--- config.mk ---
export PLATFORM = sky130hd
export DESIGN_NAME = priority_task_scheduler_with_counters_flat
export DESIGN_NICKNAME = d
export VERILOG_FILES = /design/src/hdl/pts_pkg.sv /design/src/hdl/pts_req_if.sv /design/src/hdl/pts_rsp_if.sv /design/src/hdl/pts_ctrl.sv /design/src/hdl/pts_dp.sv /design/src/hdl/priority_task_scheduler_with_counters.sv /design/src/flat_wrapper.sv
export VERILOG_INCLUDE_DIRS = /design/src /design/src/hdl
export SDC_FILE = /design/constraint.sdc
export NUM_CORES = 2
export LEC_CHECK = 0
export BUFFER_PORTS_ARGS = -buffer_cell sky130_fd_sc_hd__buf_4
export CAP_MARGIN = 25
export CORE_MARGIN = 3
export CORE_UTILIZATION = 46
export CTS_CLUSTER_DIAMETER = 100
export CTS_CLUSTER_SIZE = 24
export DETAILED_ROUTE_END_ITERATION = 10
export GPL_ROUTABILITY_DRIVEN = 1
export SLEW_MARGIN = 40
export SYNTH_ARGS = -nofsm -noshare
export SYNTH_HDL_FRONTEND = slang
export SYNTH_HIERARCHICAL = 1
export SYNTH_SLANG_ARGS = --single-unit
--- constraint.sdc ---
create_clock -name clk -period 6.4 [get_ports clk]
set_input_delay 0.64 -clock clk [delete_from_list [all_inputs] [get_ports clk]]
set_output_delay 0.64 -clock clk [all_outputs]
set_load 0.02 [all_outputs]
--- src/hdl/priority_task_scheduler_with_counters_defines.svh ---
// ----------------------------------------------------------------------------
// Assertion macros for the priority task scheduler
// Shared shorthand for the concurrent checks in the scheduler modules.
// ----------------------------------------------------------------------------
`ifndef PRIORITY_TASK_SCHEDULER_WITH_COUNTERS_DEFINES_SVH
`define PRIORITY_TASK_SCHEDULER_WITH_COUNTERS_DEFINES_SVH

// The consequent must hold in the same cycle as the antecedent.
`define PTS_ASSERT_IMP(label, clk, rst_n, ante, cons, msg) \
	label: assert property (@(posedge clk) disable iff (!rst_n) (ante) |-> (cons)) \
		else $error(msg);

// The consequent must hold in the cycle after the antecedent.
`define PTS_ASSERT_NXT(label, clk, rst_n, ante, cons, msg) \
	label: assert property (@(posedge clk) disable iff (!rst_n) (ante) |=> (cons)) \
		else $error(msg);

`endif

--- src/hdl/pts_pkg.sv ---
`timescale 1ns / 1ps
// ----------------------------------------------------------------------------
// pts_pkg
// Shared types, codes and default sizes of the priority task scheduler.
// ----------------------------------------------------------------------------
package pts_pkg;

	// Default sizes.
	localparam int NUM_SLOTS_DEF           = 16;
	localparam int NUM_COUNTERS_DEF        = 8;
	localparam int WAITERS_PER_COUNTER_DEF = 4;

	// Command codes on the request channel.
	typedef enum logic [2:0] {
		MODE_SUBMIT   = 3'd0,
		MODE_DISPATCH = 3'd1,
		MODE_DONE     = 3'd2,
		MODE_WAIT     = 3'd3,
		MODE_SET      = 3'd4
	} mode_t;

	// Result status codes.
	typedef enum logic [2:0] {
		STS_OK           = 3'd0,
		STS_NO_SLOT      = 3'd1,
		STS_NONE_READY   = 3'd2,
		STS_RESUME       = 3'd3,
		STS_PARKED       = 3'd4,
		STS_WAITERS_FULL = 3'd5
	} status_t;

	// Ready queue selects, by priority.
	localparam logic [1:0] PRIO_HIGH = 2'd0;
	localparam logic [1:0] PRIO_MID  = 2'd1;
	localparam logic [1:0] PRIO_LOW  = 2'd2;
	localparam logic [1:0] PRIO_BAD  = 2'd3;

	// Controller states.
	typedef enum logic [3:0] {
		ST_IDLE,
		ST_DECODE,
		ST_SUB_WRITE,
		ST_DIS_SLOT,
		ST_DIS_TAG,
		ST_DONE_UPD,
		ST_WAKE_LIST,
		ST_WAKE_SLOT,
		ST_WAKE_ENQ,
		ST_FIN
	} state_t;

	// Datapath commands issued by the controller.
	typedef enum logic [4:0] {
		CMD_NONE,
		CMD_LATCH,
		CMD_SUB_READ,
		CMD_SUB_WRITE,
		CMD_SUB_FULL,
		CMD_DIS_READ,
		CMD_DIS_NONE,
		CMD_DIS_SLOT,
		CMD_DIS_TAG,
		CMD_DONE_READ,
		CMD_DONE_UPDATE,
		CMD_WAIT,
		CMD_SET,
		CMD_WAKE_LIST,
		CMD_WAKE_SLOT,
		CMD_WAKE_ENQ,
		CMD_LOAD_OUT
	} cmd_t;

	// Datapath flags seen by the controller.
	typedef struct packed {
		logic [2:0] mode;
		logic       free_empty;
		logic       ready_none;
		logic       tid_ok;
		logic       wake_go;
		logic       wake_more;
		logic       out_free;
	} dp_status_t;

endpackage

--- src/hdl/pts_req_if.sv ---
`timescale 1ns / 1ps
// ----------------------------------------------------------------------------
// pts_req_if
// Request channel of the scheduler: one command per transfer.
// ----------------------------------------------------------------------------
interface pts_req_if;
	logic        valid;
	logic        ready;
	logic [2:0]  mode;
	logic [1:0]  priority_req;
	logic [31:0] job_tag;
	logic        has_counter;
	logic [2:0]  counter_id;
	logic [3:0]  task_id;
	logic [15:0] count_value;

	modport source (output valid, mode, priority_req, job_tag, has_counter, counter_id,
		task_id, count_value, input ready);
	modport sink (input valid, mode, priority_req, job_tag, has_counter, counter_id,
		task_id, count_value, output ready);
endinterface

--- src/hdl/pts_rsp_if.sv ---
`timescale 1ns / 1ps
// ----------------------------------------------------------------------------
// pts_rsp_if
// Response channel of the scheduler: one result per transfer.
// ----------------------------------------------------------------------------
interface pts_rsp_if;
	logic        valid;
	logic        ready;
	logic [2:0]  status;
	logic [3:0]  out_task;
	logic [31:0] out_tag;
	logic [2:0]  woken;

	modport source (output valid, status, out_task, out_tag, woken, input ready);
	modport sink (input valid, status, out_task, out_tag, woken, output ready);
endinterface

--- src/hdl/pts_ctrl.sv ---
`timescale 1ns / 1ps
// ----------------------------------------------------------------------------
// pts_ctrl
// Command sequencer: steps the datapath through each scheduler command.
// ----------------------------------------------------------------------------
module pts_ctrl (
	input  logic                  clk,
	input  logic                  arst_n,
	input  logic                  req_valid,
	output logic                  req_ready,
	input  pts_pkg::dp_status_t   st,
	output pts_pkg::cmd_t         cmd
);

	pts_pkg::state_t state_q;
	pts_pkg::state_t state_d;

	// State register.
	always_ff @(posedge clk or negedge arst_n) begin
		if (!arst_n) begin
			state_q <= pts_pkg::ST_IDLE;
		end else begin
			state_q <= state_d;
		end
	end

	// Next state.
	always_comb begin
		state_d = state_q;
		case (state_q)
			pts_pkg::ST_IDLE: begin
				if (req_valid) state_d = pts_pkg::ST_DECODE;
			end
			pts_pkg::ST_DECODE: begin
				case (st.mode)
					pts_pkg::MODE_SUBMIT: begin
						state_d = st.free_empty ? pts_pkg::ST_FIN : pts_pkg::ST_SUB_WRITE;
					end
					pts_pkg::MODE_DISPATCH: begin
						state_d = st.ready_none ? pts_pkg::ST_FIN : pts_pkg::ST_DIS_SLOT;
					end
					pts_pkg::MODE_DONE: begin
						state_d = st.tid_ok ? pts_pkg::ST_DONE_UPD : pts_pkg::ST_FIN;
					end
					default: state_d = pts_pkg::ST_FIN;
				endcase
			end
			pts_pkg::ST_SUB_WRITE: state_d = pts_pkg::ST_FIN;
			pts_pkg::ST_DIS_SLOT:  state_d = pts_pkg::ST_DIS_TAG;
			pts_pkg::ST_DIS_TAG:   state_d = pts_pkg::ST_FIN;
			pts_pkg::ST_DONE_UPD: begin
				state_d = st.wake_go ? pts_pkg::ST_WAKE_LIST : pts_pkg::ST_FIN;
			end
			pts_pkg::ST_WAKE_LIST: state_d = pts_pkg::ST_WAKE_SLOT;
			pts_pkg::ST_WAKE_SLOT: state_d = pts_pkg::ST_WAKE_ENQ;
			pts_pkg::ST_WAKE_ENQ: begin
				state_d = st.wake_more ? pts_pkg::ST_WAKE_LIST : pts_pkg::ST_FIN;
			end
			pts_pkg::ST_FIN: begin
				if (st.out_free) state_d = pts_pkg::ST_IDLE;
			end
			default: state_d = pts_pkg::ST_IDLE;
		endcase
	end

	// Commands to the datapath.
	always_comb begin
		cmd       = pts_pkg::CMD_NONE;
		req_ready = 1'b0;
		case (state_q)
			pts_pkg::ST_IDLE: begin
				req_ready = 1'b1;
				if (req_valid) cmd = pts_pkg::CMD_LATCH;
			end
			pts_pkg::ST_DECODE: begin
				case (st.mode)
					pts_pkg::MODE_SUBMIT: begin
						cmd = st.free_empty ? pts_pkg::CMD_SUB_FULL : pts_pkg::CMD_SUB_READ;
					end
					pts_pkg::MODE_DISPATCH: begin
						cmd = st.ready_none ? pts_pkg::CMD_DIS_NONE : pts_pkg::CMD_DIS_READ;
					end
					pts_pkg::MODE_DONE: begin
						cmd = st.tid_ok ? pts_pkg::CMD_DONE_READ : pts_pkg::CMD_NONE;
					end
					pts_pkg::MODE_WAIT: cmd = pts_pkg::CMD_WAIT;
					pts_pkg::MODE_SET:  cmd = pts_pkg::CMD_SET;
					default:            cmd = pts_pkg::CMD_NONE;
				endcase
			end
			pts_pkg::ST_SUB_WRITE: cmd = pts_pkg::CMD_SUB_WRITE;
			pts_pkg::ST_DIS_SLOT:  cmd = pts_pkg::CMD_DIS_SLOT;
			pts_pkg::ST_DIS_TAG:   cmd = pts_pkg::CMD_DIS_TAG;
			pts_pkg::ST_DONE_UPD:  cmd = pts_pkg::CMD_DONE_UPDATE;
			pts_pkg::ST_WAKE_LIST: cmd = pts_pkg::CMD_WAKE_LIST;
			pts_pkg::ST_WAKE_SLOT: cmd = pts_pkg::CMD_WAKE_SLOT;
			pts_pkg::ST_WAKE_ENQ:  cmd = pts_pkg::CMD_WAKE_ENQ;
			pts_pkg::ST_FIN: begin
				if (st.out_free) cmd = pts_pkg::CMD_LOAD_OUT;
			end
			default: cmd = pts_pkg::CMD_NONE;
		endcase
	end

endmodule

--- src/hdl/pts_dp.sv ---
`timescale 1ns / 1ps
// ----------------------------------------------------------------------------
// pts_dp
// Scheduler datapath: free pool, slot table, ready queues, counters,
// waiter lists and the output register.
// ----------------------------------------------------------------------------
`include "priority_task_scheduler_with_counters_defines.svh"

module pts_dp #(
	parameter int NUM_SLOTS           = pts_pkg::NUM_SLOTS_DEF,
	parameter int NUM_COUNTERS        = pts_pkg::NUM_COUNTERS_DEF,
	parameter int WAITERS_PER_COUNTER = pts_pkg::WAITERS_PER_COUNTER_DEF
) (
	input  logic                clk,
	input  logic                arst_n,
	input  pts_pkg::cmd_t       cmd,
	output pts_pkg::dp_status_t st,
	input  logic [2:0]          mode,
	input  logic [1:0]          priority_req,
	input  logic [31:0]         job_tag,
	input  logic                has_counter,
	input  logic [2:0]          counter_id,
	input  logic [3:0]          task_id,
	input  logic [15:0]         count_value,
	output logic                out_valid,
	input  logic                out_ready,
	output logic [2:0]          status,
	output logic [3:0]          out_task,
	output logic [31:0]         out_tag,
	output logic [2:0]          woken
);

	localparam int SW       = $clog2(NUM_SLOTS);
	localparam int FW       = $clog2(NUM_SLOTS + 1);
	localparam int CW       = (NUM_COUNTERS > 1) ? $clog2(NUM_COUNTERS) : 1;
	localparam int WCW      = $clog2(WAITERS_PER_COUNTER + 1);
	localparam int WL_DEPTH = NUM_COUNTERS * WAITERS_PER_COUNTER;
	localparam int LAW      = (WL_DEPTH > 1) ? $clog2(WL_DEPTH) : 1;
	localparam int Q_DEPTH  = 3 * NUM_SLOTS;
	localparam int QAW      = $clog2(Q_DEPTH);

	typedef struct packed {
		logic [31:0]   tag;
		logic [1:0]    prio;
		logic          hc;
		logic [CW-1:0] ctr;
	} slot_rec_t;

	// Latched command.
	logic [2:0]  mode_q;
	logic [1:0]  prio_q;
	logic [31:0] tag_q;
	logic        hc_q;
	logic [2:0]  cid_q;
	logic [3:0]  tid_q;
	logic [15:0] val_q;

	// Free pool.
	logic [SW-1:0]        fp_mem [NUM_SLOTS];
	logic [NUM_SLOTS-1:0] fp_wr_q;
	logic [SW-1:0]        free_head_q;
	logic [FW-1:0]        free_count_q;
	logic [SW-1:0]        fp_rd_q;
	logic                 fp_rdv_q;
	logic [SW-1:0]        fp_radr_q;
	logic [SW-1:0]        free_slot;
	logic [SW:0]          fp_tail_sum;
	logic [SW-1:0]        fp_tail;
	logic [SW-1:0]        head_inc;
	logic                 fp_push;

	// Slot table.
	slot_rec_t            si_mem [NUM_SLOTS];
	slot_rec_t            si_rd_q;
	logic [NUM_SLOTS-1:0] alloc_q;
	logic [SW-1:0]        si_raddr;

	// Ready queues.
	logic [SW-1:0] q_mem [Q_DEPTH];
	logic [SW-1:0] head_q [3];
	logic [FW-1:0] fill_q [3];
	logic [SW-1:0] q_rd_q;
	logic [2:0]    nonempty;
	logic [1:0]    deq_sel;
	logic          enq_en;
	logic [1:0]    enq_prio_raw;
	logic [1:0]    enq_q;
	logic [SW-1:0] enq_slot;
	logic [1:0]    ptr_sel;
	logic [SW-1:0] sel_head;
	logic [FW-1:0] sel_fill;
	logic          enq_ok;
	logic [SW:0]   enq_sum;
	logic [SW-1:0] enq_pos;
	logic [SW-1:0] head_next;
	logic [QAW-1:0] q_waddr;
	logic [QAW-1:0] q_raddr;

	// Counters and waiter lists.
	logic [15:0]    cv_q [NUM_COUNTERS];
	logic [WCW-1:0] wc_q [NUM_COUNTERS];
	logic [SW-1:0]  wl_mem [WL_DEPTH];
	logic [SW-1:0]  wl_rd_q;
	logic [CW-1:0]  cnt_sel;
	logic [15:0]    cv_sel;
	logic [WCW-1:0] wc_sel;
	logic           dn_has;
	logic           dn_dec;
	logic           dn_zero;
	logic [WCW-1:0] wk_cnt;
	logic           wait_live;
	logic           wait_full;
	logic           wait_park;
	logic [LAW-1:0] wl_waddr;
	logic [LAW-1:0] wl_raddr;
	logic [CW-1:0]  wk_c_q;
	logic [WCW-1:0] wk_n_q;
	logic [WCW-1:0] wk_i_q;
	logic [WCW-1:0] wk_i_inc;

	// Result and output registers.
	logic [2:0]  res_status;
	logic [3:0]  res_task;
	logic [31:0] res_tag;
	logic [2:0]  res_woken;
	logic        out_valid_q;
	logic [2:0]  status_q;
	logic [3:0]  out_task_q;
	logic [31:0] out_tag_q;
	logic [2:0]  woken_q;

	logic [CW-1:0] cidx;
	logic [SW-1:0] tidx;
	logic          cid_ok;
	logic          tid_ok;

	// Capture the command; a priority of three queues as low.
	always_ff @(posedge clk) begin
		if (cmd == pts_pkg::CMD_LATCH) begin
			mode_q <= mode;
			prio_q <= (priority_req == pts_pkg::PRIO_BAD) ? pts_pkg::PRIO_LOW : priority_req;
			tag_q  <= job_tag;
			hc_q   <= has_counter;
			cid_q  <= counter_id;
			tid_q  <= task_id;
			val_q  <= count_value;
		end
	end

	// Range checks on the command's indexes.
	assign cidx   = CW'(cid_q);
	assign tidx   = SW'(tid_q);
	assign cid_ok = 32'(cid_q) < NUM_COUNTERS;
	assign tid_ok = (32'(tid_q) < NUM_SLOTS) && alloc_q[tidx];

	// Free pool addressing; an entry never written holds its own index.
	assign free_slot   = fp_rdv_q ? fp_rd_q : fp_radr_q;
	assign fp_tail_sum = (SW+1)'(free_head_q) + (SW+1)'(free_count_q);
	assign fp_tail     = (fp_tail_sum >= (SW+1)'(NUM_SLOTS)) ?
		SW'(fp_tail_sum - (SW+1)'(NUM_SLOTS)) : SW'(fp_tail_sum);
	assign head_inc    = (free_head_q == SW'(NUM_SLOTS - 1)) ? '0 : free_head_q + 1'b1;
	assign fp_push     = (cmd == pts_pkg::CMD_DONE_UPDATE) && (free_count_q < FW'(NUM_SLOTS));

	// Free pool memory.
	always_ff @(posedge clk) begin
		if (cmd == pts_pkg::CMD_SUB_READ) begin
			fp_rd_q   <= fp_mem[free_head_q];
			fp_rdv_q  <= fp_wr_q[free_head_q];
			fp_radr_q <= free_head_q;
		end
		if (fp_push) fp_mem[fp_tail] <= tidx;
	end

	// Free pool pointers and slot allocation bits.
	always_ff @(posedge clk or negedge arst_n) begin
		if (!arst_n) begin
			fp_wr_q      <= '0;
			free_head_q  <= '0;
			free_count_q <= FW'(NUM_SLOTS);
			alloc_q      <= '0;
		end else begin
			if (cmd == pts_pkg::CMD_SUB_READ) begin
				free_head_q  <= head_inc;
				free_count_q <= free_count_q - 1'b1;
			end
			if (fp_push) begin
				fp_wr_q[fp_tail] <= 1'b1;
				free_count_q     <= free_count_q + 1'b1;
			end
			if (cmd == pts_pkg::CMD_SUB_WRITE) alloc_q[free_slot] <= 1'b1;
			if (cmd == pts_pkg::CMD_DONE_UPDATE) alloc_q[tidx] <= 1'b0;
		end
	end

	// Slot table read address.
	always_comb begin
		case (cmd)
			pts_pkg::CMD_DIS_SLOT:  si_raddr = q_rd_q;
			pts_pkg::CMD_WAKE_SLOT: si_raddr = wl_rd_q;
			default:                si_raddr = tidx;
		endcase
	end

	// Slot table memory.
	always_ff @(posedge clk) begin
		if (cmd == pts_pkg::CMD_DONE_READ || cmd == pts_pkg::CMD_DIS_SLOT ||
				cmd == pts_pkg::CMD_WAKE_SLOT) begin
			si_rd_q <= si_mem[si_raddr];
		end
		if (cmd == pts_pkg::CMD_SUB_WRITE) begin
			si_mem[free_slot] <= '{tag: tag_q, prio: prio_q, hc: hc_q && cid_ok, ctr: cidx};
		end
	end

	// Queue selection: dispatch takes the first queue that holds a task.
	assign nonempty[0] = fill_q[0] != '0;
	assign nonempty[1] = fill_q[1] != '0;
	assign nonempty[2] = fill_q[2] != '0;
	assign deq_sel     = nonempty[0] ? pts_pkg::PRIO_HIGH :
		(nonempty[1] ? pts_pkg::PRIO_MID : pts_pkg::PRIO_LOW);

	assign enq_en       = (cmd == pts_pkg::CMD_SUB_WRITE) || (cmd == pts_pkg::CMD_WAKE_ENQ);
	assign enq_prio_raw = (cmd == pts_pkg::CMD_WAKE_ENQ) ? si_rd_q.prio : prio_q;
	assign enq_q        = (enq_prio_raw == pts_pkg::PRIO_BAD) ? pts_pkg::PRIO_LOW : enq_prio_raw;
	assign enq_slot     = (cmd == pts_pkg::CMD_WAKE_ENQ) ? wl_rd_q : free_slot;

	// One pointer pair is read per cycle: the dequeue or the enqueue queue.
	assign ptr_sel   = (cmd == pts_pkg::CMD_DIS_READ) ? deq_sel : enq_q;
	assign sel_head  = head_q[ptr_sel];
	assign sel_fill  = fill_q[ptr_sel];
	assign enq_ok    = enq_en && (sel_fill < FW'(NUM_SLOTS));
	assign enq_sum   = (SW+1)'(sel_head) + (SW+1)'(sel_fill);
	assign enq_pos   = (enq_sum >= (SW+1)'(NUM_SLOTS)) ?
		SW'(enq_sum - (SW+1)'(NUM_SLOTS)) : SW'(enq_sum);
	assign head_next = (sel_head == SW'(NUM_SLOTS - 1)) ? '0 : sel_head + 1'b1;
	assign q_waddr   = QAW'(32'(enq_q) * NUM_SLOTS + 32'(enq_pos));
	assign q_raddr   = QAW'(32'(deq_sel) * NUM_SLOTS + 32'(sel_head));

	// Ready queue memory; a push into a full queue is dropped.
	always_ff @(posedge clk) begin
		if (enq_ok) q_mem[q_waddr] <= enq_slot;
		if (cmd == pts_pkg::CMD_DIS_READ) q_rd_q <= q_mem[q_raddr];
	end

	// Ready queue pointers.
	always_ff @(posedge clk or negedge arst_n) begin
		if (!arst_n) begin
			for (int i = 0; i < 3; i++) begin
				head_q[i] <= '0;
				fill_q[i] <= '0;
			end
		end else if (cmd == pts_pkg::CMD_DIS_READ) begin
			head_q[deq_sel] <= head_next;
			fill_q[deq_sel] <= sel_fill - 1'b1;
		end else if (enq_ok) begin
			fill_q[enq_q] <= sel_fill + 1'b1;
		end
	end

	// Counter lookup: the finished task's counter, or the command's counter.
	assign cnt_sel   = (cmd == pts_pkg::CMD_DONE_UPDATE) ? si_rd_q.ctr : cidx;
	assign cv_sel    = cv_q[cnt_sel];
	assign wc_sel    = wc_q[cnt_sel];
	assign dn_has    = si_rd_q.hc && (32'(si_rd_q.ctr) < NUM_COUNTERS);
	assign dn_dec    = dn_has && (cv_sel != 16'd0);
	assign dn_zero   = dn_dec && (cv_sel == 16'd1);
	assign wk_cnt    = (wc_sel > WCW'(WAITERS_PER_COUNTER)) ? WCW'(WAITERS_PER_COUNTER) : wc_sel;
	assign wait_live = tid_ok && cid_ok && (cv_sel != 16'd0);
	assign wait_full = wc_sel >= WCW'(WAITERS_PER_COUNTER);
	assign wait_park = (cmd == pts_pkg::CMD_WAIT) && wait_live && !wait_full;
	assign wl_waddr  = LAW'(32'(cidx) * WAITERS_PER_COUNTER + 32'(wc_sel));
	assign wl_raddr  = LAW'(32'(wk_c_q) * WAITERS_PER_COUNTER + 32'(wk_i_q));
	assign wk_i_inc  = wk_i_q + 1'b1;

	// Counter values, waiter counts and the wake walk.
	always_ff @(posedge clk or negedge arst_n) begin
		if (!arst_n) begin
			for (int i = 0; i < NUM_COUNTERS; i++) begin
				cv_q[i] <= '0;
				wc_q[i] <= '0;
			end
			wk_c_q <= '0;
			wk_n_q <= '0;
			wk_i_q <= '0;
		end else begin
			case (cmd)
				pts_pkg::CMD_DONE_UPDATE: begin
					if (dn_dec) cv_q[cnt_sel] <= cv_sel - 16'd1;
					if (dn_zero) begin
						wc_q[cnt_sel] <= '0;
						wk_c_q        <= cnt_sel;
						wk_n_q        <= wk_cnt;
						wk_i_q        <= '0;
					end
				end
				pts_pkg::CMD_WAIT: begin
					if (wait_park) wc_q[cnt_sel] <= wc_sel + 1'b1;
				end
				pts_pkg::CMD_SET: begin
					if (cid_ok) begin
						cv_q[cnt_sel] <= val_q;
						wc_q[cnt_sel] <= '0;
					end
				end
				pts_pkg::CMD_WAKE_ENQ: wk_i_q <= wk_i_inc;
				default: ;
			endcase
		end
	end

	// Waiter list memory.
	always_ff @(posedge clk) begin
		if (wait_park) wl_mem[wl_waddr] <= tidx;
		if (cmd == pts_pkg::CMD_WAKE_LIST) wl_rd_q <= wl_mem[wl_raddr];
	end

	// Result fields, cleared when a command is taken.
	always_ff @(posedge clk) begin
		case (cmd)
			pts_pkg::CMD_LATCH: begin
				res_status <= pts_pkg::STS_OK;
				res_task   <= '0;
				res_tag    <= '0;
				res_woken  <= '0;
			end
			pts_pkg::CMD_SUB_FULL:  res_status <= pts_pkg::STS_NO_SLOT;
			pts_pkg::CMD_SUB_WRITE: res_task   <= 4'(free_slot);
			pts_pkg::CMD_DIS_NONE:  res_status <= pts_pkg::STS_NONE_READY;
			pts_pkg::CMD_DIS_SLOT:  res_task   <= 4'(q_rd_q);
			pts_pkg::CMD_DIS_TAG:   res_tag    <= si_rd_q.tag;
			pts_pkg::CMD_DONE_UPDATE: begin
				if (dn_zero) res_woken <= 3'(wk_cnt);
			end
			pts_pkg::CMD_WAIT: begin
				if (!wait_live) res_status <= pts_pkg::STS_RESUME;
				else if (wait_full) res_status <= pts_pkg::STS_WAITERS_FULL;
				else res_status <= pts_pkg::STS_PARKED;
			end
			default: ;
		endcase
	end

	// Output register: holds a result until its transfer.
	always_ff @(posedge clk or negedge arst_n) begin
		if (!arst_n) begin
			out_valid_q <= 1'b0;
		end else if (cmd == pts_pkg::CMD_LOAD_OUT) begin
			out_valid_q <= 1'b1;
		end else if (out_ready) begin
			out_valid_q <= 1'b0;
		end
	end

	always_ff @(posedge clk) begin
		if (cmd == pts_pkg::CMD_LOAD_OUT) begin
			status_q   <= res_status;
			out_task_q <= res_task;
			out_tag_q  <= res_tag;
			woken_q    <= res_woken;
		end
	end

	assign out_valid = out_valid_q;
	assign status    = status_q;
	assign out_task  = out_task_q;
	assign out_tag   = out_tag_q;
	assign woken     = woken_q;

	// Flags for the controller.
	assign st.mode       = mode_q;
	assign st.free_empty = free_count_q == '0;
	assign st.ready_none = ~|nonempty;
	assign st.tid_ok     = tid_ok;
	assign st.wake_go    = dn_zero && (wk_cnt != '0);
	assign st.wake_more  = wk_i_inc < wk_n_q;
	assign st.out_free   = !out_valid_q || out_ready;

	// A slot is taken from the pool only when one is free.
	`PTS_ASSERT_IMP(a_sub_has_slot, clk, arst_n, cmd == pts_pkg::CMD_SUB_READ, free_count_q != '0, "submit read from an empty free pool")
	// Dispatch pops only a queue that holds a task.
	`PTS_ASSERT_IMP(a_dis_nonempty, clk, arst_n, cmd == pts_pkg::CMD_DIS_READ, fill_q[deq_sel] != '0, "dispatch from an empty ready queue")
	// The wake walk never passes the end of the captured list.
	`PTS_ASSERT_IMP(a_wake_bound, clk, arst_n, cmd == pts_pkg::CMD_WAKE_ENQ, wk_i_q < wk_n_q, "wake walk ran past the waiter list")
	// A loaded result is presented in the next cycle.
	`PTS_ASSERT_NXT(a_load_shows, clk, arst_n, cmd == pts_pkg::CMD_LOAD_OUT, out_valid_q, "loaded result not presented")

endmodule

--- src/hdl/priority_task_scheduler_with_counters.sv ---
`timescale 1ns / 1ps
// ----------------------------------------------------------------------------
// priority_task_scheduler_with_counters
// Strict-priority task scheduler with a slot pool, three ready queues and
// completion counters with waiter lists.
// ----------------------------------------------------------------------------
//  Channel  Direction  Handshake      Carries
//  req      in         valid / ready  mode, priority_req, job_tag, has_counter,
//                                     counter_id, task_id, count_value
//  rsp      out        valid / ready  status, out_task, out_tag, woken
//
// One command is worked at a time. After the request transfer each command is
// decoded; submit then writes a slot, dispatch reads the slot and the tag, and
// a done report updates its counter and, per woken waiter, reads the list,
// reads the slot and enqueues (single-port memories); set, wait and unknown
// commands go straight to loading. Idle comes before the next command is taken.
// A new command is taken while a result waits in the output register; a
// stalled result holds back only the next result.
// Reset is asynchronous and needs no clearing pass.
// ----------------------------------------------------------------------------
module priority_task_scheduler_with_counters #(
	parameter int NUM_SLOTS           = pts_pkg::NUM_SLOTS_DEF,
	parameter int NUM_COUNTERS        = pts_pkg::NUM_COUNTERS_DEF,
	parameter int WAITERS_PER_COUNTER = pts_pkg::WAITERS_PER_COUNTER_DEF
) (
	input  logic       clk,
	input  logic       arst_n,
	pts_req_if.sink    req,
	pts_rsp_if.source  rsp
);

	pts_pkg::cmd_t       cmd;
	pts_pkg::dp_status_t st;
	logic                req_ready;

	// Command sequencer.
	pts_ctrl u_ctrl (
		.clk       (clk),
		.arst_n    (arst_n),
		.req_valid (req.valid),
		.req_ready (req_ready),
		.st        (st),
		.cmd       (cmd)
	);

	// Storage and result path.
	pts_dp #(
		.NUM_SLOTS           (NUM_SLOTS),
		.NUM_COUNTERS        (NUM_COUNTERS),
		.WAITERS_PER_COUNTER (WAITERS_PER_COUNTER)
	) u_dp (
		.clk          (clk),
		.arst_n       (arst_n),
		.cmd          (cmd),
		.st           (st),
		.mode         (req.mode),
		.priority_req (req.priority_req),
		.job_tag      (req.job_tag),
		.has_counter  (req.has_counter),
		.counter_id   (req.counter_id),
		.task_id      (req.task_id),
		.count_value  (req.count_value),
		.out_valid    (rsp.valid),
		.out_ready    (rsp.ready),
		.status       (rsp.status),
		.out_task     (rsp.out_task),
		.out_tag      (rsp.out_tag),
		.woken        (rsp.woken)
	);

	assign req.ready = req_ready;

endmodule
--- src/flat_wrapper.sv ---
// flat-port wrapper written by rule: the top's interface ports become plain ports
module priority_task_scheduler_with_counters_flat 
#(
	parameter int NUM_SLOTS           = pts_pkg::NUM_SLOTS_DEF,
	parameter int NUM_COUNTERS        = pts_pkg::NUM_COUNTERS_DEF,
	parameter int WAITERS_PER_COUNTER = pts_pkg::WAITERS_PER_COUNTER_DEF
)
  (clk, arst_n, req_valid, req_mode, req_priority_req, req_job_tag, req_has_counter, req_counter_id, req_task_id, req_count_value, req_ready, rsp_valid, rsp_status, rsp_out_task, rsp_out_tag, rsp_woken, rsp_ready);
  pts_req_if req_i ();
  pts_rsp_if rsp_i ();
  input  logic clk;
  input  logic arst_n;
  input wire logic [$bits(req_i.valid)-1:0] req_valid;
  input wire logic [$bits(req_i.mode)-1:0] req_mode;
  input wire logic [$bits(req_i.priority_req)-1:0] req_priority_req;
  input wire logic [$bits(req_i.job_tag)-1:0] req_job_tag;
  input wire logic [$bits(req_i.has_counter)-1:0] req_has_counter;
  input wire logic [$bits(req_i.counter_id)-1:0] req_counter_id;
  input wire logic [$bits(req_i.task_id)-1:0] req_task_id;
  input wire logic [$bits(req_i.count_value)-1:0] req_count_value;
  output wire logic [$bits(req_i.ready)-1:0] req_ready;
  output wire logic [$bits(rsp_i.valid)-1:0] rsp_valid;
  output wire logic [$bits(rsp_i.status)-1:0] rsp_status;
  output wire logic [$bits(rsp_i.out_task)-1:0] rsp_out_task;
  output wire logic [$bits(rsp_i.out_tag)-1:0] rsp_out_tag;
  output wire logic [$bits(rsp_i.woken)-1:0] rsp_woken;
  input wire logic [$bits(rsp_i.ready)-1:0] rsp_ready;
  assign req_i.valid = req_valid;
  assign req_i.mode = req_mode;
  assign req_i.priority_req = req_priority_req;
  assign req_i.job_tag = req_job_tag;
  assign req_i.has_counter = req_has_counter;
  assign req_i.counter_id = req_counter_id;
  assign req_i.task_id = req_task_id;
  assign req_i.count_value = req_count_value;
  assign req_ready = req_i.ready;
  assign rsp_valid = rsp_i.valid;
  assign rsp_status = rsp_i.status;
  assign rsp_out_task = rsp_i.out_task;
  assign rsp_out_tag = rsp_i.out_tag;
  assign rsp_woken = rsp_i.woken;
  assign rsp_i.ready = rsp_ready;
  priority_task_scheduler_with_counters #(.NUM_SLOTS(NUM_SLOTS), .NUM_COUNTERS(NUM_COUNTERS), .WAITERS_PER_COUNTER(WAITERS_PER_COUNTER)) u_core (.clk(clk), .arst_n(arst_n), .req(req_i), .rsp(rsp_i));
endmodule
# Word level (Yosys, flattened, before mapping)
# Memory sizes are Yosys's and may differ from the RTL's. A register that Yosys moved wholly into a read port is not among the register bits.
# Cells that the tools add are included.
[classes] addsub=17 order_cmp=21 n_eq_ne=39 mux=99 bitwise_logic=10 reduce_logical=46
[op_table] op="128-bit bitwise mux" count=2
[op_table] op="128-bit one-hot mux with 2 select lines" count=1
[op_table] op="128-bit 2-to-1 mux" count=1
[op_table] op="16-bit 2-to-1 mux" count=5
[op_table] op="24-bit one-hot mux with 3 select lines" count=1
[op_table] op="4-bit 2-to-1 mux" count=17
[op_table] op="32-bit one-hot mux with 2 select lines" count=1
[op_table] op="5-bit one-hot mux with 10 select lines" count=1
[op_table] op="16-bit binary-select mux with 3-bit select" count=1
[op_table] op="16-bit demux with 3-bit select" count=1
[op_table] op="24-bit 2-to-1 mux" count=2
[op_table] op="5-bit by 4-bit == test with 1-bit output, second input constant" count=8
[op_table] op="4-bit one-hot mux with 9 select lines" count=1
[op_table] op="5-bit 2-to-1 mux" count=7
[op_table] op="16-bit OR" count=2
[op_table] op="15-bit bitwise mux" count=2
[op_table] op="15-bit 2-to-1 mux" count=2
[op_table] op="3-bit 2-to-1 mux" count=9
[op_table] op="24-bit AND" count=1
[op_table] op="24-bit bitwise mux" count=1
[op_table] op="24-bit inverter" count=1
[op_table] op="4-bit one-hot mux with 3 select lines" count=2
[op_table] op="5-bit demux with 2-bit select" count=2
[op_table] op="5-bit by 3-bit == test with 1-bit output, second input constant" count=4
[op_table] op="other kinds (66)" count=157
[totals] ff_bits=384 ram_bits=992 n_memories=4
[memory_table] memory="u_core.u_dp.si_mem" depth=16 word_bits=38 rd=1 rd_ports_with_merged_regs=1 write_ports=1 line="pts_dp.sv:73" source="slot_rec_t si_mem [NUM_SLOTS];"
[memory_table] memory="u_core.u_dp.q_mem" depth=48 word_bits=4 rd=1 rd_ports_with_merged_regs=1 write_ports=1 line="pts_dp.sv:79" source="logic [SW-1:0] q_mem [Q_DEPTH];"
[memory_table] memory="u_core.u_dp.wl_mem" depth=32 word_bits=4 rd=1 rd_ports_with_merged_regs=1 write_ports=1 line="pts_dp.sv:102" source="logic [SW-1:0] wl_mem [WL_DEPTH];"
[memory_table] memory="u_core.u_dp.fp_mem" depth=16 word_bits=4 rd=1 rd_ports_with_merged_regs=1 write_ports=1 line="pts_dp.sv:59" source="logic [SW-1:0] fp_mem [NUM_SLOTS];"

# Depth between registers and ports, before layout
[depth] depth_word=18 mapped_depth=27

# By module
# The synthesis kept the hierarchy.
[modules_own_cells] mod="pts_dp" instances=1 cells_each=4122 area_per_inst_um2=59288.1 seq_area_each_um2=41551.1
[modules_own_cells] mod="pts_ctrl" instances=1 cells_each=73 area_per_inst_um2=518.0 seq_area_each_um2=100.1

# Worst setup path before layout
# OpenSTA, ideal clock, no wires.
[synth_path] kind="register -> register" from="register u_core.u_dp.tid_q[0]" to="memory u_core/u_dp/q_mem[44][0] (netlist name), enable pin" setup_time_ns=0.330 arrival_ns=6.686 setup_slack_ns=-0.615 stages_incl_launch_ff=25 path_buffers=5 synth_period_minus_slack_ns=7.015 path_cell_list="edfxtp_1 -> clkbuf_1 -> mux4_2 -> mux4_2 -> buf_4 -> nor2_1 -> o31ai_1 -> a31oi_1 -> o21ai_0 -> buf_2 -> nor2b_1 -> nand2_1 -> inv_1 -> nand3_1 -> a311o_1 -> o21ai_1 -> inv_2 -> buf_2 -> buf_2 -> ha_1 -> a21oi_1 -> xnor2_1 -> xor2_1 -> nand2_1 -> nor2_1"
[synth_between] elab_chain_len=18
[synth_lines] item="from (decl)" line="pts_dp.sv:55" source="logic [3:0] tid_q;"
[synth_lines] item="from (signal assigned)" line="pts_dp.sv:145" source="tid_q <= task_id;"
[synth_lines] item="1-bit binary-select mux with 4-bit select *" line="pts_dp.sv:154" source="assign tid_ok = (32'(tid_q) < NUM_SLOTS) && alloc_q[tidx];"
[synth_lines] item="1-bit 2-to-1 mux (implied by the code) *" line="pts_dp.sv:154"
[synth_lines] item="named net u_core.u_dp.tid_ok" line="pts_dp.sv:135" source="logic tid_ok;"
[synth_lines] item="4-bit 2-to-1 mux *" line="pts_ctrl.sv:84" source="cmd = st.tid_ok ? pts_pkg::CMD_DONE_READ : pts_pkg::CMD_NONE;"
[synth_lines] item="4-bit one-hot mux with 5 select lines *" line="pts_ctrl.sv:76" source="case (st.mode)"
[synth_lines] item="5-bit one-hot mux with 10 select lines *" line="pts_ctrl.sv:70" source="case (state_q)"
[synth_lines] item="named net u_core.cmd[3]" line="priority_task_scheduler_with_counters.sv:32" source="pts_pkg::cmd_t cmd;"
[synth_lines] item="5-bit by 4-bit == test with 1-bit output" line="pts_dp.sv:222, pts_dp.sv:223"
[synth_lines] item="[3 not listed]"
[synth_lines] item="2-bit 2-to-1 mux" line="pts_dp.sv:228" source="assign ptr_sel = (cmd == pts_pkg::CMD_DIS_READ) ? deq_sel : enq_q;"
[synth_lines] item="2-bit inverter with 3-bit output (implied by the code)" line="pts_dp.sv:229, pts_dp.sv:230"
[synth_lines] item="4-bit binary-select mux with 2-bit select / 5-bit binary-select mux with 2-bit select (equally long branches)" line="pts_dp.sv:229, pts_dp.sv:230"
[synth_lines] item="4-bit 2-to-1 mux (implied by the code) / 5-bit 2-to-1 mux (equally long branches) (2 in series)" line="pts_dp.sv:229, pts_dp.sv:230"
[synth_lines] item="4-bit by 5-bit adder with 5-bit output / 5-bit < comparator (equally long branches)" line="pts_dp.sv:232, pts_dp.sv:231"
[synth_lines] item="4-bit by 1-bit subtractor with 4-bit output (tied with other cells)" line="pts_dp.sv:234" source="SW'(enq_sum - (SW+1)'(NUM_SLOTS)) : SW'(enq_sum);"
[synth_lines] item="4-bit 2-to-1 mux / 1-bit 2-to-1 mux (equally long branches)" line="pts_dp.sv:233, pts_dp.sv:241"
[synth_lines] item="6-bit by 4-bit adder with 6-bit output / 1-bit 2-to-1 mux (equally long branches)" line="pts_dp.sv:236, pts_dp.sv:241"
[synth_lines] item="to (decl)" line="pts_dp.sv:79"
# Mark *: on every way through the listed nets, which the timed path passes. The rest lies on a longest branch. The select of a mux whose other input is x is not followed.

==> results.cfg <==
[global_routing]
grt_pass1_vias = 35152
grt_antenna_before_repair = 6
grt_pass1_wl_um = 227000
grt_util_all_layers_pct = 22.1
grt_max_degree = 144
overflow = 0

[logic_synthesis]
syn_avg_cell_area_sq_um = 14.3
synthArstFlopShare_pct = 16.4
synthFlopType = edfxtp_1
synth_cells = 4195
synth_cell_type_count = 98
ys_warn_count = 6
ys_seq_elements = 1426
synth_nets = 4290
synthesis.area_sq_um = 59800
synth-edff-count = 1192
ys_seq_area_share_pct = 69.6

[place]
gp_congestion = 0.904
placed_area_sq_um = 64000
dp.cells = 5968
io_buffers = 108
preCtsSetupSlack_ns = -0.00626
dp.final_hpwl_um = 94400

[floorplan]
row_count = 131
dieHeight_um = 367
io_pins = 109
initial_utilization_pct = 46.6
die_area_sq_um = 134000
core_area_sq_um = 128000
dieWidth_um = 367

[setup_path]
path_max_fanout = 14
crit_chain = mux4_2 > mux4_2 > nor2_1 > or4_1 > o311ai_2 > or3b_1 > buf_4 > o21ai_1 > buf_4 > nand3_1 > a311oi_1 > a311oi_1 > nand2_1 > nor2_2 > buf_4 > a31oi_2 > nand2_2 > nor2_1
crit_top_cell = buf_4
start_kind = flip-flop
r2r-start = u_core/u_dp/tid_q[0]
critPathSlowestCell = or3b_1
critical_path_buf_inv_count = 3
crit_family = simple AND/OR/NAND/NOR gates
end_kind = flip-flop
cp.arrival_ns = 6.57
path_class = flip-flop to flip-flop
slowest_delay_ns = 0.65
worst_ep_required_time_ns = 6.73
critPathLaunch = u_core/u_dp/tid_q[0]

[clock_tree]
cts_root_buf = clkbuf_16
clk_latency_ns = 0.70
cts_tree = built
clk_path_buf_depth = 3
numCtsBuffers = 72
htreeDepth = 3
clock-sinks = 1426
clk_pin_slew_ns = 0.10

[sta]
hold_violations = 0
post-route-period-util_pct = 97.5
tightest_slew_ns = 0.909
whs_ns = 0.116
setup_violations = 0
relSlewSlack_pct = 39.4
slew_viol_final = 0
fin_ws_ns = 0.161
rsz0062_at_grt = yes
fin_worst_skew_ns = 0.0541
fmax_mhz = 160
period_minus_slack_ns = 6.24

[finish]
area_growth_pct = 10.8
fill_cells = 10721
mostFrequentLayoutCell = edfxtp_1
finalNonFillerCells = 6084
antenna_cells = 0
layout-drive-gt1-share_pct = 18.0
fin_nets = 4411
fin_area_sq_um = 66300
final_cell_mix = edfxtp_1, nand2_1, buf_4

[detailed_routing]
wl_per_cell_um = 24.8
drc = 0
ant_nets = 0
vias_per_cell = 5.87
first_iter_violations = 3413
drt-total-wl_um = 151000
vias = 35719
dr.pass1.iters = 6

[worst_hold_path]
min_from = req_count_value[7]
hp-class = input port to flip-flop

[power_and_ir_drop]
switchingPower_mw = 12.6
p_leak_nw = 23.4
power_mw = 31.4
seqPwrFrac_pct = 42.3
clock_power_share_pct = 16.4
p_per_area_nw_per_um2 = 474
swShare_pct = 40.1
ir_drop_mv = 0.352
pwr-share-comb_pct = 41.3
p_int_mw = 18.8

[run_status]
status = complete, no violations

[run]
drv_cap = 0
[worst paths after layout]
kind	end	slack [ns]	depth (start not counted)
worst max-delay path	u_core/u_dp/wl_mem[26][3]	0.16	18
worst min-delay path	u_core/u_dp/val_q[7]	0.12	1
worst max register to register	u_core/u_dp/wl_mem[26][3]	0.16	18
worst min register to register	u_core/u_dp/out_tag[21]	0.42	0
max in group asynchronous	u_core/u_dp/fill_q[13]	4.83	3
min in group asynchronous	u_core/u_dp/cv_q[102]	0.46	2
[state kept, by name, summed over array words and instances (netlist names), 24 cells and up]
signal	flops
u_core/u_dp/si_mem	608
u_core/u_dp/q_mem	192
u_core/u_dp/cv_q	128
u_core/u_dp/wl_mem	128
u_core/u_dp/fp_mem	64
u_core/u_dp/si_rd_q	37
u_core/u_dp/out_tag	32
u_core/u_dp/res_tag	32
u_core/u_dp/tag_q	32
u_core/u_dp/wc_q	24
[routing by layer]
metal | global-route usage [%] | up-vias | part of all wire (%)
met5 | 0 | - | 0
met4 | 5.20 | 0 | 2.4
met3 | 2.58 | 180 | 5.2
met2 | 35.3 | 1078 | 47
met1 | 32.6 | 18308 | 45
li1 | - | 16153 | -
[repair_timing]
item	4_1_cts	5_1_grt
setup buffers	0	0
resized for setup	0	43
endpoints found under the hold margin	56	0
hold buffers	1	0
endpoints found under the setup margin	0	450
[synthesized netlist by cell type, types with 9 or more instances]
library cell     n  area share [%]
a211oi_1       198             2.5
a21boi_0        10            0.13
a21o_1          11            0.14
a21oi_1        182             1.5
a221oi_1        10            0.15
a22o_1          13            0.19
a22oi_1         11            0.14
a311oi_1        81             1.2
a31oi_1         96             1.0
and2_1         159             1.7
and3_1          59            0.62
buf_1            9           0.056
buf_2           15            0.13
clkbuf_1       210             1.3
dfrtp_1        233             9.7
edfxtp_1      1192              60
ha_1            27            0.56
inv_1           64            0.40
mux2_2          89             1.7
mux2_4          80             2.0
mux2i_1        104             1.7
mux4_2          55             2.1
nand2_1        522             3.3
nand2b_1        16            0.17
nand3_1         82            0.69
nand4_1         15            0.16
nor2_1         215             1.3
nor2b_1         15            0.16
nor3_1          23            0.19
nor4_1           9           0.094
o211ai_1        13            0.16
o21ai_0         98            0.82
o21ai_1         13            0.11
o22a_1           9            0.13
o22ai_1         29            0.30
o32a_1           9            0.15
or2_2           25            0.26
xnor2_1         27            0.40
xor2_1          16            0.23
[power groups by stage]
stage          logic, mW  registers, mW  clock network [mW]
3_3_place_gp        12.5           13.5                   0
5_1_grt             14.1           13.4                5.64
3_5_place_dp        12.8           13.5                   0
4_1_cts             12.8           13.3                5.31
2_1_floorplan       8.29           13.1                   0
6_report            13.0           13.3                5.16
[cells by family after synthesis]
| group | synth area share, % |
|---|---|
| xor+xnor | 0.630 |
| simple gates | 9.27 |
| mux | 7.50 |
| buf+inv | 2.18 |
| flops | 69.6 |
| fa+ha+maj | 0.665 |
| compound gates | 10.1 |
[cell type report]
cell class	instances	area, sq um	area share, %
timing repair buffer	293	2590	3.91
clock inverter	14	178	0.268
multi-input combinational	2456	17500	26.4
sequential	1426	41700	62.8
inverter	67	259	0.391
clock buffer	99	1960	2.95
tap	1729	2160	3.26
[stage by stage]
step	setup TNS [ns]	util (%)
finish	0	51.7
global route	-0.846	51.7
CTS	0	51.5
detailed placement	-0.0249	49.9
global placement	0	49.7
floorplan	0	-
[worst reg2reg max path, cell delays in order, from the launching register on]
cell      delay (ns)
edfxtp_1        0.56
mux4_2          0.55
mux4_2          0.56
nor2_1          0.16
or4_1           0.16
o311ai_2        0.11
or3b_1          0.65
buf_4           0.28
o21ai_1         0.21
buf_4           0.25
nand3_1         0.10
a311oi_1        0.58
a311oi_1        0.23
nand2_1         0.17
nor2_2          0.10
buf_4           0.18
a31oi_2         0.40
nand2_2         0.30
nor2_1          0.37
(Power assumes the default switching activity.)
